**src/rtl/sas_pkg.sv**
```systemverilog
// Shared types for the sort and statistics block: controller states and the
// command and status bundles between controller and datapath. No dependencies.
package sas_pkg;

  typedef enum logic [3:0] {
    S_IDLE,
    S_SORT_CHK,
    S_KEY,
    S_CMP,
    S_INS,
    S_DIV,
    S_DIV_WAIT,
    S_SCAN,
    S_EMIT
  } state_t;

  typedef struct packed {
    logic load;
    logic sort_init;
    logic rd_key;
    logic key_cap;
    logic shift;
    logic place;
    logic div_start;
    logic pass_init;
    logic pass_emit;
    logic pass_rd;
    logic clear;
  } cmd_t;

  typedef struct packed {
    logic i_lt_n;
    logic j_gt1;
    logic gt;
    logic div_idle;
    logic k_lt_n;
  } status_t;

endpackage

```
**src/rtl/sas_ram.sv**
```systemverilog
// Generic single-write, single-read RAM with registered read data.
// No dependencies.
module sas_ram #(
  parameter int WIDTH = 16,
  parameter int DEPTH = 32
) (
  input  logic                     clk,
  input  logic                     we,
  input  logic [$clog2(DEPTH)-1:0] waddr,
  input  logic [WIDTH-1:0]         wdata,
  input  logic [$clog2(DEPTH)-1:0] raddr,
  output logic [WIDTH-1:0]         rdata
);

  logic [WIDTH-1:0] mem [DEPTH];

  always_ff @(posedge clk) begin
    if (we) begin
      mem[waddr] <= wdata;
    end
    rdata <= mem[raddr];
  end

endmodule

```
**src/rtl/sas_div.sv**
```systemverilog
// Bit-serial signed divider for the mean: (sum * 2^16) / n, truncated toward
// zero, one quotient bit per cycle. No dependencies.
module sas_div #(
  parameter int SW = 22,
  parameter int CW = 6
) (
  input  logic          clk,
  input  logic          rst_n,
  input  logic          start,
  input  logic [SW-1:0] sum,
  input  logic [CW-1:0] divisor,
  output logic          busy,
  output logic [31:0]   mean
);

  localparam int DW = SW + 16;
  localparam int NW = $clog2(DW + 1);

  logic [DW-1:0] q_r, q_nxt;
  logic [CW-1:0] rem_r, rem_nxt;
  logic [NW-1:0] cnt_r, cnt_nxt;
  logic          busy_r, busy_nxt;
  logic          neg_r, neg_nxt;
  logic [SW-1:0] mag;
  logic [CW:0]   rem_sh;
  logic [CW:0]   rem_sub;
  logic [DW-1:0] q_signed;
  logic [DW+31:0] q_ext;

  assign mag     = sum[SW-1] ? (~sum + 1'b1) : sum;
  assign rem_sh  = {rem_r, q_r[DW-1]};
  assign rem_sub = rem_sh - {1'b0, divisor};

  always_comb begin
    q_nxt    = q_r;
    rem_nxt  = rem_r;
    cnt_nxt  = cnt_r;
    busy_nxt = busy_r;
    neg_nxt  = neg_r;
    if (start) begin
      q_nxt    = {mag, 16'b0};
      rem_nxt  = '0;
      cnt_nxt  = NW'(DW);
      busy_nxt = 1'b1;
      neg_nxt  = sum[SW-1];
    end else if (busy_r) begin
      if (rem_sh >= {1'b0, divisor}) begin
        rem_nxt = rem_sub[CW-1:0];
        q_nxt   = {q_r[DW-2:0], 1'b1};
      end else begin
        rem_nxt = rem_sh[CW-1:0];
        q_nxt   = {q_r[DW-2:0], 1'b0};
      end
      cnt_nxt = cnt_r - 1'b1;
      if (cnt_r == NW'(1)) begin
        busy_nxt = 1'b0;
      end
    end
  end

  always_ff @(posedge clk) begin
    if (!rst_n) begin
      busy_r <= 1'b0;
      cnt_r  <= '0;
    end else begin
      busy_r <= busy_nxt;
      cnt_r  <= cnt_nxt;
    end
    q_r   <= q_nxt;
    rem_r <= rem_nxt;
    neg_r <= neg_nxt;
  end

  assign q_signed = neg_r ? (~q_r + 1'b1) : q_r;
  assign q_ext    = {{32{q_signed[DW-1]}}, q_signed};
  assign mean     = q_ext[31:0];
  assign busy     = busy_r;

endmodule

```
**src/rtl/sas_ctrl.sv**
```systemverilog
// Controller for the sort and statistics block: load, insertion sort, divide,
// scan and emit phases. Depends on sas_pkg.
module sas_ctrl
  import sas_pkg::*;
(
  input  logic    clk,
  input  logic    rst_n,
  input  logic    start,
  input  logic    final_item,
  input  status_t st,
  output logic    busy,
  output cmd_t    cmd
);

  state_t state_r, state_nxt;
  logic   accept;

  assign busy   = (state_r != S_IDLE);
  assign accept = start && !busy;

  always_comb begin
    state_nxt = state_r;
    case (state_r)
      S_IDLE:     if (accept && final_item) state_nxt = S_SORT_CHK;
      S_SORT_CHK: state_nxt = st.i_lt_n ? S_KEY : S_DIV;
      S_KEY:      state_nxt = S_CMP;
      S_CMP: begin
        if (st.gt) begin
          state_nxt = st.j_gt1 ? S_CMP : S_INS;
        end else begin
          state_nxt = S_SORT_CHK;
        end
      end
      S_INS:      state_nxt = S_SORT_CHK;
      S_DIV:      state_nxt = S_DIV_WAIT;
      S_DIV_WAIT: if (st.div_idle) state_nxt = S_SCAN;
      S_SCAN:     if (!st.k_lt_n) state_nxt = S_EMIT;
      S_EMIT:     if (!st.k_lt_n) state_nxt = S_IDLE;
      default:    state_nxt = S_IDLE;
    endcase
  end

  always_comb begin
    cmd = '0;
    case (state_r)
      S_IDLE: begin
        cmd.load      = accept;
        cmd.sort_init = accept && final_item;
      end
      S_SORT_CHK: cmd.rd_key = 1'b1;
      S_KEY:      cmd.key_cap = 1'b1;
      S_CMP: begin
        cmd.shift = st.gt;
        cmd.place = !st.gt;
      end
      S_INS:      cmd.place = 1'b1;
      S_DIV:      cmd.div_start = 1'b1;
      S_DIV_WAIT: cmd.pass_init = st.div_idle;
      S_SCAN: begin
        cmd.pass_rd   = st.k_lt_n;
        cmd.pass_init = !st.k_lt_n;
        cmd.pass_emit = !st.k_lt_n;
      end
      S_EMIT: begin
        cmd.pass_rd = st.k_lt_n;
        cmd.clear   = !st.k_lt_n;
      end
      default: cmd = '0;
    endcase
  end

  always_ff @(posedge clk) begin
    if (!rst_n) begin
      state_r <= S_IDLE;
    end else begin
      state_r <= state_nxt;
    end
  end

endmodule

```
**src/rtl/sas_dp.sv**
```systemverilog
// Datapath: value store, sort indexes, running sum, divider, scan statistics
// and result registers. Depends on sas_pkg, sas_ram and sas_div.
module sas_dp
  import sas_pkg::*;
#(
  parameter int MAX_ITEMS   = 32,
  parameter int VALUE_WIDTH = 16
) (
  input  logic                          clk,
  input  logic                          rst_n,
  input  cmd_t                          cmd,
  input  logic signed [VALUE_WIDTH-1:0] in_sample_value,
  output status_t                       st,
  output logic                          out_strobe,
  output logic signed [VALUE_WIDTH-1:0] out_sorted_value,
  output logic                          out_end_of_run,
  output logic signed [22:0]            out_total_sum,
  output logic signed [31:0]            out_mean_fixed,
  output logic signed [16:0]            out_median_doubled,
  output logic [6:0]                    out_distinct_count,
  output logic [5:0]                    out_repeat_count,
  output logic                          out_overflow_flag
);

  localparam int VW = VALUE_WIDTH;
  localparam int AW = $clog2(MAX_ITEMS);
  localparam int CW = $clog2(MAX_ITEMS + 1);
  localparam int SW = VW + CW;

  logic [CW-1:0] fill_r, i_r, j_r, k_r, kd_r, dist_r;
  logic [SW-1:0] sum_r;
  logic          ovf_r, pend_r, emit_r;
  logic signed [VW-1:0] key_r, prev_r, mlo_r, mhi_r;

  logic          we;
  logic [AW-1:0] waddr, raddr;
  logic [VW-1:0] wdata, rdata_raw;
  logic signed [VW-1:0] rdata;
  logic          div_busy;
  logic [31:0]   mean;
  logic [CW-1:0] half, jm1, jm2, rep;
  logic          last;
  logic [VW:0]   med;
  logic [SW+22:0] sum_ext;
  logic [VW+17:0] med_ext;
  logic [CW+6:0]  dist_ext;
  logic [CW+5:0]  rep_ext;

  assign rdata = $signed(rdata_raw);
  assign jm1   = j_r - 1'b1;
  assign jm2   = j_r - 2'd2;
  assign half  = fill_r >> 1;
  assign last  = pend_r && emit_r && (kd_r == fill_r - 1'b1);

  always_comb begin
    we    = 1'b0;
    waddr = j_r[AW-1:0];
    wdata = key_r;
    if (cmd.load) begin
      we    = (fill_r < CW'(MAX_ITEMS));
      waddr = fill_r[AW-1:0];
      wdata = in_sample_value;
    end else if (cmd.shift) begin
      we    = 1'b1;
      wdata = rdata;
    end else if (cmd.place) begin
      we    = 1'b1;
    end
  end

  always_comb begin
    raddr = k_r[AW-1:0];
    if (cmd.rd_key) begin
      raddr = i_r[AW-1:0];
    end else if (cmd.key_cap) begin
      raddr = i_r[AW-1:0] - 1'b1;
    end else if (cmd.shift) begin
      raddr = jm2[AW-1:0];
    end
  end

  sas_ram #(.WIDTH(VW), .DEPTH(MAX_ITEMS)) u_ram (
    .clk  (clk),
    .we   (we),
    .waddr(waddr),
    .wdata(wdata),
    .raddr(raddr),
    .rdata(rdata_raw)
  );

  sas_div #(.SW(SW), .CW(CW)) u_div (
    .clk    (clk),
    .rst_n  (rst_n),
    .start  (cmd.div_start),
    .sum    (sum_r),
    .divisor(fill_r),
    .busy   (div_busy),
    .mean   (mean)
  );

  assign st.i_lt_n   = (i_r < fill_r);
  assign st.j_gt1    = (j_r > CW'(1));
  assign st.gt       = (rdata > key_r);
  assign st.div_idle = !div_busy;
  assign st.k_lt_n   = (k_r < fill_r);

  always_ff @(posedge clk) begin
    if (!rst_n) begin
      fill_r <= '0;
      sum_r  <= '0;
      ovf_r  <= 1'b0;
      pend_r <= 1'b0;
    end else begin
      pend_r <= cmd.pass_rd;
      if (cmd.clear) begin
        fill_r <= '0;
        sum_r  <= '0;
        ovf_r  <= 1'b0;
      end else if (cmd.load) begin
        if (fill_r < CW'(MAX_ITEMS)) begin
          fill_r <= fill_r + 1'b1;
          sum_r  <= sum_r + {{CW{in_sample_value[VW-1]}}, in_sample_value};
        end else begin
          ovf_r <= 1'b1;
        end
      end
    end
  end

  always_ff @(posedge clk) begin
    if (cmd.sort_init) begin
      i_r <= CW'(1);
    end else if (cmd.place) begin
      i_r <= i_r + 1'b1;
    end
    if (cmd.key_cap) begin
      key_r <= rdata;
      j_r   <= i_r;
    end else if (cmd.shift) begin
      j_r <= jm1;
    end
    if (cmd.pass_init) begin
      k_r    <= '0;
      emit_r <= cmd.pass_emit;
    end else if (cmd.pass_rd) begin
      k_r <= k_r + 1'b1;
    end
    if (cmd.pass_rd) begin
      kd_r <= k_r;
    end
    if (cmd.pass_init && !cmd.pass_emit) begin
      dist_r <= '0;
    end else if (pend_r && !emit_r) begin
      if (kd_r == '0 || rdata != prev_r) begin
        dist_r <= dist_r + 1'b1;
      end
      prev_r <= rdata;
      if (kd_r == half - 1'b1) mlo_r <= rdata;
      if (kd_r == half) mhi_r <= rdata;
    end
  end

  assign med      = fill_r[0] ? {mhi_r, 1'b0}
                              : ({mlo_r[VW-1], mlo_r} + {mhi_r[VW-1], mhi_r});
  assign rep      = fill_r - dist_r;
  assign sum_ext  = {{23{sum_r[SW-1]}}, sum_r};
  assign med_ext  = {{17{med[VW]}}, med};
  assign dist_ext = {7'b0, dist_r};
  assign rep_ext  = {6'b0, rep};

  always_ff @(posedge clk) begin
    if (!rst_n) begin
      out_strobe <= 1'b0;
    end else begin
      out_strobe <= pend_r && emit_r;
    end
    out_sorted_value   <= rdata;
    out_end_of_run     <= last;
    out_total_sum      <= last ? sum_ext[22:0] : '0;
    out_mean_fixed     <= last ? mean : '0;
    out_median_doubled <= last ? med_ext[16:0] : '0;
    out_distinct_count <= last ? dist_ext[6:0] : '0;
    out_repeat_count   <= last ? rep_ext[5:0] : '0;
    out_overflow_flag  <= last ? ovf_r : 1'b0;
  end

endmodule

```
**src/rtl/sort_and_array_statistics_top.sv**
```systemverilog
// Top level of the sort and statistics block: controller plus datapath.
// Depends on sas_pkg, sas_ctrl and sas_dp (with sas_ram and sas_div).
//
//   channel | handshake             | payload
//   --------+-----------------------+----------------------------------------
//   input   | start / busy          | in_sample_value, in_final_item
//   result  | out_strobe            | out_sorted_value .. out_overflow_flag
//
// A non-final value is taken whenever start is high while busy is low. After the
// final value the block is busy for the insertion sort through the single RAM
// read port, then for the bit-serial mean divider, the statistics scan and the
// emit phase; n results come one per cycle, the last on the first idle cycle,
// and the receiver cannot stall them.
// Reset is synchronous, active low, and clears the fill count, sum and flags.
module sort_and_array_statistics_top
  import sas_pkg::*;
#(
  parameter int MAX_ITEMS   = 32,
  parameter int VALUE_WIDTH = 16
) (
  input  logic                          clk,
  input  logic                          rst_n,
  input  logic                          start,
  output logic                          busy,
  input  logic signed [VALUE_WIDTH-1:0] in_sample_value,
  input  logic                          in_final_item,
  output logic                          out_strobe,
  output logic signed [VALUE_WIDTH-1:0] out_sorted_value,
  output logic                          out_end_of_run,
  output logic signed [22:0]            out_total_sum,
  output logic signed [31:0]            out_mean_fixed,
  output logic signed [16:0]            out_median_doubled,
  output logic [6:0]                    out_distinct_count,
  output logic [5:0]                    out_repeat_count,
  output logic                          out_overflow_flag
);

  cmd_t    cmd;
  status_t st;

  sas_ctrl u_ctrl (
    .clk       (clk),
    .rst_n     (rst_n),
    .start     (start),
    .final_item(in_final_item),
    .st        (st),
    .busy      (busy),
    .cmd       (cmd)
  );

  sas_dp #(.MAX_ITEMS(MAX_ITEMS), .VALUE_WIDTH(VALUE_WIDTH)) u_dp (
    .clk               (clk),
    .rst_n             (rst_n),
    .cmd               (cmd),
    .in_sample_value   (in_sample_value),
    .st                (st),
    .out_strobe        (out_strobe),
    .out_sorted_value  (out_sorted_value),
    .out_end_of_run    (out_end_of_run),
    .out_total_sum     (out_total_sum),
    .out_mean_fixed    (out_mean_fixed),
    .out_median_doubled(out_median_doubled),
    .out_distinct_count(out_distinct_count),
    .out_repeat_count  (out_repeat_count),
    .out_overflow_flag (out_overflow_flag)
  );

`ifndef SYNTHESIS
  a_strobe_busy: assert property (@(posedge clk) disable iff (!rst_n)
    out_strobe |-> $past(busy)) else $error("result outside a busy phase");
  a_end_strobe: assert property (@(posedge clk) disable iff (!rst_n)
    out_end_of_run |-> out_strobe) else $error("end of run without strobe");
  a_burst: assert property (@(posedge clk) disable iff (!rst_n)
    out_strobe && !out_end_of_run |=> out_strobe) else $error("result burst gap");
  a_end_gap: assert property (@(posedge clk) disable iff (!rst_n)
    out_end_of_run |=> !out_strobe) else $error("result after end of run");
`endif

endmodule
```
**config.mk**
```make
export PLATFORM = sky130hd
export DESIGN_NAME = sort_and_array_statistics_top
export DESIGN_NICKNAME = d
export VERILOG_FILES = /design/src/rtl/sas_pkg.sv /design/src/rtl/sas_ram.sv /design/src/rtl/sas_div.sv /design/src/rtl/sas_ctrl.sv /design/src/rtl/sas_dp.sv /design/src/rtl/sort_and_array_statistics_top.sv
export SDC_FILE = /design/constraint.sdc
export NUM_CORES = 1
export LEC_CHECK = 0
export BUFFER_PORTS_ARGS = -buffer_cell sky130_fd_sc_hd__buf_2
export CAP_MARGIN = 20
export CORE_MARGIN = 2
export CORE_UTILIZATION = 37
export DETAILED_ROUTE_END_ITERATION = 7
export PLACE_DENSITY = 0.61
export SYNTH_ARGS = -nofsm -noshare
export SYNTH_HDL_FRONTEND = slang
export SYNTH_HIERARCHICAL = 1
export SYNTH_SLANG_ARGS = --single-unit
```
**constraint.sdc**
```tcl
create_clock -name clk -period 5.4 [get_ports clk]
set_input_delay 0.27 -clock clk [delete_from_list [all_inputs] [get_ports clk]]
set_output_delay 0.27 -clock clk [all_outputs]
set_load 0.005 [all_outputs]
```
; After elaboration in Yosys (flattened, before gate mapping)
; Memory sizes are Yosys's and may differ from the RTL's. A register that Yosys moved wholly into a read port is not among the register bits.
; Cells that the tools add are included.
[op_classes]
eq_ne = 17
reduce_logical = 29
div = 0
muxes = 43
add_sub_neg = 16
n_shift = 0
mul = 0
bitwise_logic = 6
n_lt_le_gt_ge = 6
[ops]
columns = cell, n
row1 = $mux 38, 2
row2 = $pmux 4 s9, 1
row3 = $add 32x1->32 const B, 1
row4 = $mux 16, 2
row5 = $mux 32, 1
row6 = $not 32->32, 1
row7 = $mux 6, 5
row8 = $add 6x1->6 const B, 4
row9 = $add 22x1->22 const B, 1
row10 = $add 22x22->22, 1
row11 = $mux 22, 1
row12 = $not 22->22, 1
row13 = $mux 4, 5
row14 = $mux 5, 4
row15 = $sub 6x1->6 const B, 3
row16 = $add 16x16->17, 1
row17 = $mux 17, 1
row18 = $eq 4x3->1 const B, 4
row19 = $gt 16x16->1, 1
row20 = $mux 1, 16
row21 = $ne 16x16->1, 1
row22 = $eq 6x6->1, 2
row23 = $lt 6x6->1, 2
row24 = $sub 6x6->6, 2
row25 = 28 further kinds, 54
[word_totals]
latch_bits = 0
mem_bits_ro = 0
memories = 1
word_cells = 150
out_inout_bits = 105
input_bits = 20
ramBits = 512
reg_bits = 283
[mem_list]
columns = memory, depth, word_bits, rd, rd_clocked_by_memory_dff, write_ports, line_no
row1 = u_dp.u_ram.mem, 32, 16, 1, 1, 1, sas_ram.sv:15  ; logic [WIDTH-1:0] mem [DEPTH];

; Logic depth before layout (Yosys ltp)
[logic_depth]
word_depth = 8
mapped_depth = 24
mapped_depth_nobuf = 20

; Cells and area by module
; Netlist, hierarchy kept.
[modules_own_cells]
columns = module, area_each_um2, cells_each, n_inst, seq_area_each_um2
row1 = sas_ram, 20533.4, 1144, 1, 15695.1
row2 = sas_dp, 10841.6, 1065, 1, 5315.1
row3 = sas_div, 3475.8, 371, 1, 1271.2
row4 = sas_ctrl, 405.4, 57, 1, 80.1

; Worst setup path before layout
; OpenSTA, ideal clock, no wires.
[synth_timing]
kind = register to register
startpoint = register u_dp.fill_r[1]
endpoint = register u_dp.mlo_r[0], enable pin
required_time_ns = 4.991
synth_period_minus_slack_ns = 5.059
path_buffers = 1
stages_incl_launch_ff = 16
path_slack_ns = 0.341
arrival_time_ns = 4.650
setup_time_ns = 0.409
cell_sequence = dfxtp_1 inv_1 ha_1 a21o_1 a21oi_1 nor2b_1 o21ai_0 nand2b_1 a21oi_1 mux2i_1 and3_1 nor2b_1 clkbuf_1 nor2_1 nand4_1 nor3_1
[synth_rtl]
columns = item, line_no
row1 = from (decl), sas_dp.sv:30  ; logic [CW-1:0] fill_r, i_r, j_r, k_r, kd_r, dist_r;
row2 = from (signal assigned), sas_dp.sv:121  ; fill_r <= fill_r + 1'b1;
row3 = to (signal assigned), sas_dp.sv:158  ; if (kd_r == half - 1'b1) mlo_r <= rdata;
row4 = to (decl), sas_dp.sv:33  ; logic signed [VW-1:0] key_r, prev_r, mlo_r, mhi_r;

==> impl_metrics.csv <==
group,metric,value,unit
timing,post-route-period-util,0.931,
synthesis,synth_fa_ha_area_frac,0.0349,
global_route,grt_antenna_before_repair,1,
final_layout,layout_commonest_cell,"edfxtp_1",
synthesis,synthSimpleGateAreaFrac,0.0895,
final_layout,layout_common_cells,"edfxtp_1, mux2i_1, dfxtp_1",
synthesis,ys_ff_latch,811,
synthesis,yosysSeqAreaShare,0.634,
run,max_cap_violations,0,
timing,hold_violations,0,
timing,fin_ws,0.372,ns
drt,wl_per_cell,21.4,um
drt,wl,89.1,mm
clock_tree,clk_path_buf_depth,3,
clock_tree,cts_tree,"yes",
clock_tree,clkTransAtPathRegs,0.06,ns
global_route,grt_usage,0.179,
synthesis,post_synth.cell_area_avg,13.4,um^2
synthesis,synthCells,2637,
timing,slew_violations,0,
timing,hold_ws,0.136,ns
synthesis,synth_mux_area_frac,0.0864,
floorplanning,initial_core_util,0.372,
placed_design,gp_congestion,0.882,
critical_path,critPathRequiredTime,5.91,ns
synthesis,yosys.area.top_type_share,0.521,
placed_design,hpwl,58.9,mm
run_status,status,"completed",
timing,relSlewSlack,0.291,
final_layout,final_core_util,0.429,
synthesis,synth_area_leader_cell,"edfxtp_1",
global_route,grt_pass1_vias,21728,
timing,rsz0062_at_grt,"false",
floorplanning,die_area,97800,um^2
critical_path,end_kind,"register",
placed_design,port_buffers,123,
timing,fin_crit,5.03,ns
drt,dr_total_vias,22055,
drt,dr.first_iter.drc_count,1886,
synthesis,synth_top_family_by_area,"compound AO/OA/AOI/OAI gates",
floorplanning,die_y,313,um
synthesis,synth_async_sr_flop_share,0,
clock_tree,numClockSinks,811,
placed_design,dp_worst_setup_slack,0.238,ns
floorplanning,num_rows,113,
hold_path,worst_hold_path_type,"primary input to register",
drt,dr.pass1.iters,8,
synthesis,synth_ff_type,"edfxtp_1",
clock_tree,clk_latency,0.70,ns
global_route,grt.overflow.total,0,
timing,skew,0.0857,ns
synthesis,synth.area.top_cells,"edfxtp_1, dfxtp_1, mux2i_1, ha_1, xnor2_1",
floorplanning,fp.dieW,313,um
synthesis,synth_area,35300,um^2
global_route,grt_max_degree,67,
synthesis,syn_nets,2753,
synthesis,synth_cell_types,80,
critical_path,crit_fanout,19,
final_layout,antennaDiodeCount,0,
critical_path,path_class,"register to register",
power_and_ir_drop,peakVddDrop,0.431,mV
timing,worstMarginPinSlew,1.06,ns
synthesis,yosys_warnings,6,
power_and_ir_drop,total_power,0.0236,W
floorplanning,ioPinCount,125,
clock_tree,clock-root-buffer,"clkbuf_16",
synthesis,synth_xor_xnor_area_share,0.0338,
global_route,grt_pass1_wl,134,mm
timing,fmax,199,MHz
synthesis,synth_edf_count,612,
power_and_ir_drop,p_per_area,580,nW/um^2
synthesis,synth_compound_area_frac,0.0897,
drt,drtAntennaViolNets,0,
clock_tree,ctsHtreeMaxLevel,3,
drt,drc,0,
timing,setup_tns,0,ns
critical_path,startpoint_type,"register",
final_layout,drive_gt1_frac,0.144,
drt,via_per_inst,5.30,
critical_path,worstPathArrival,5.54,ns
final_layout,final_nets,2943,
floorplanning,core,94700,um^2
final_layout,area_growth_syn_to_layout,15.3,%
clock_tree,cts_buffers,86,
timing,setup_viol,0,
power_and_ir_drop,leakage,14.5,nW
==> cells by family (layout without fill, tap and decap cells) <==
logic type / after synthesis / in the layout
xor+xnor: 136 / 136
flops: 811 / 811
fa+ha+maj: 96 / 96
compound gates: 465 / 465
buf+inv: 203 / 459
other cells: 1 / 1
simple gates: 621 / 621
mux: 304 / 304
==> worst paths after layout <==
path,from,endpoint,slack [ns],depth (start not counted)
worst max-delay path,u_dp/key_r[9],u_dp/u_ram/rdata[8],0.37,18
worst min-delay path,in_sample_value[0],u_dp/sum_r[0],0.14,4
worst min register to register,u_dp/ovf_r,u_dp/out_overflow_flag,0.46,1
worst max register to register,u_dp/key_r[9],u_dp/u_ram/rdata[8],0.37,18
==> power by group <==
group	total (W)	internal, W	switching (W)
sequential	0.00857	0.00804	0.000531
combinational	0.00896	0.00327	0.00569
clock	0.00606	0.00356	0.00250
total	0.0236	0.0149	0.00872
==> final cells by class <==
| type | instances | area (um^2) |
|---|---|---|
| Clock buffer | 120 | 2390 |
| Inverter | 70 | 263 |
| Tap cell | 1265 | 1580 |
| Fill cell | 8591 | 54100 |
| Clock inverter | 34 | 566 |
| Multi-Input combinational cell | 1623 | 11900 |
| Sequential cell | 811 | 22400 |
| Timing Repair Buffer | 235 | 1580 |
==> through the flow <==
step,std cells,area [um^2]
floorplan,2637,35300
global placement,3998,37600
detailed placement,3998,37600
CTS,4153,40600
global route,4158,40700
finish,4158,40700
==> registers in the layout, indices dropped and copies added, names as in the netlist, 16 cells and up <==
register                 flops
u_dp/key_r                  16
u_dp/mhi_r                  16
u_dp/mlo_r                  16
u_dp/out_mean_fixed         32
u_dp/out_median_doubled     17
u_dp/out_sorted_value       16
u_dp/out_total_sum          22
u_dp/prev_r                 16
u_dp/sum_r                  22
u_dp/u_div/q_r              38
u_dp/u_ram/mem             512
u_dp/u_ram/rdata            16
==> routing by layer <==
layer	wire (um)	share of wire	vias to the layer above	track usage
met5	0	0	-	0
met4	2660	0.030	0	0.0621
met1	38100	0.43	10987	0.236
met3	5010	0.056	143	0.0271
li1	-	-	10255	-
met2	43300	0.49	670	0.300
==> repair_timing <==
action	CTS	global route
endpoints found under the hold margin	5	0
hold buffers	1	0
endpoints found under the setup margin	0	16
resized for setup	0	6
setup buffers	0	4
==> synth_stat cells, types with 11 or more instances <==
master    number
a211oi_1      11
a21o_1        22
a21oi_1      111
a22o_1        55
a22oi_1       65
a31oi_1       25
and2_1        81
buf_2         23
buf_4         28
clkbuf_1      53
dfxtp_1      199
edfxtp_1     612
ha_1          92
inv_1         70
mux2i_1      301
nand2_1      147
nand2b_1      23
nand3_1       56
nand4_1       39
nor2_1       140
nor2b_1       18
nor3_1        36
o21ai_0       82
o31ai_1       21
or3_1         15
xnor2_1      112
xor2_1        24
==> worst max-delay path, cell delays in order (launching register included) <==
cell and delay (ns):
edfxtp_1 0.39, inv_1 0.08, ha_1 0.24, a21o_1 0.18, a21o_1 0.17, a21oi_1 0.15
o21ai_0 0.13, a221oi_1 0.35, mux2i_1 0.12, nor2_1 0.30, and4_2 0.43, nor2_1 0.08
a21oi_1 0.16, o22a_1 0.15, o22a_1 0.72, or2_2 0.53, nor3_1 0.13, a31oi_1 0.39
nand3_1 0.15
Power figures use the tool's default switching activity.
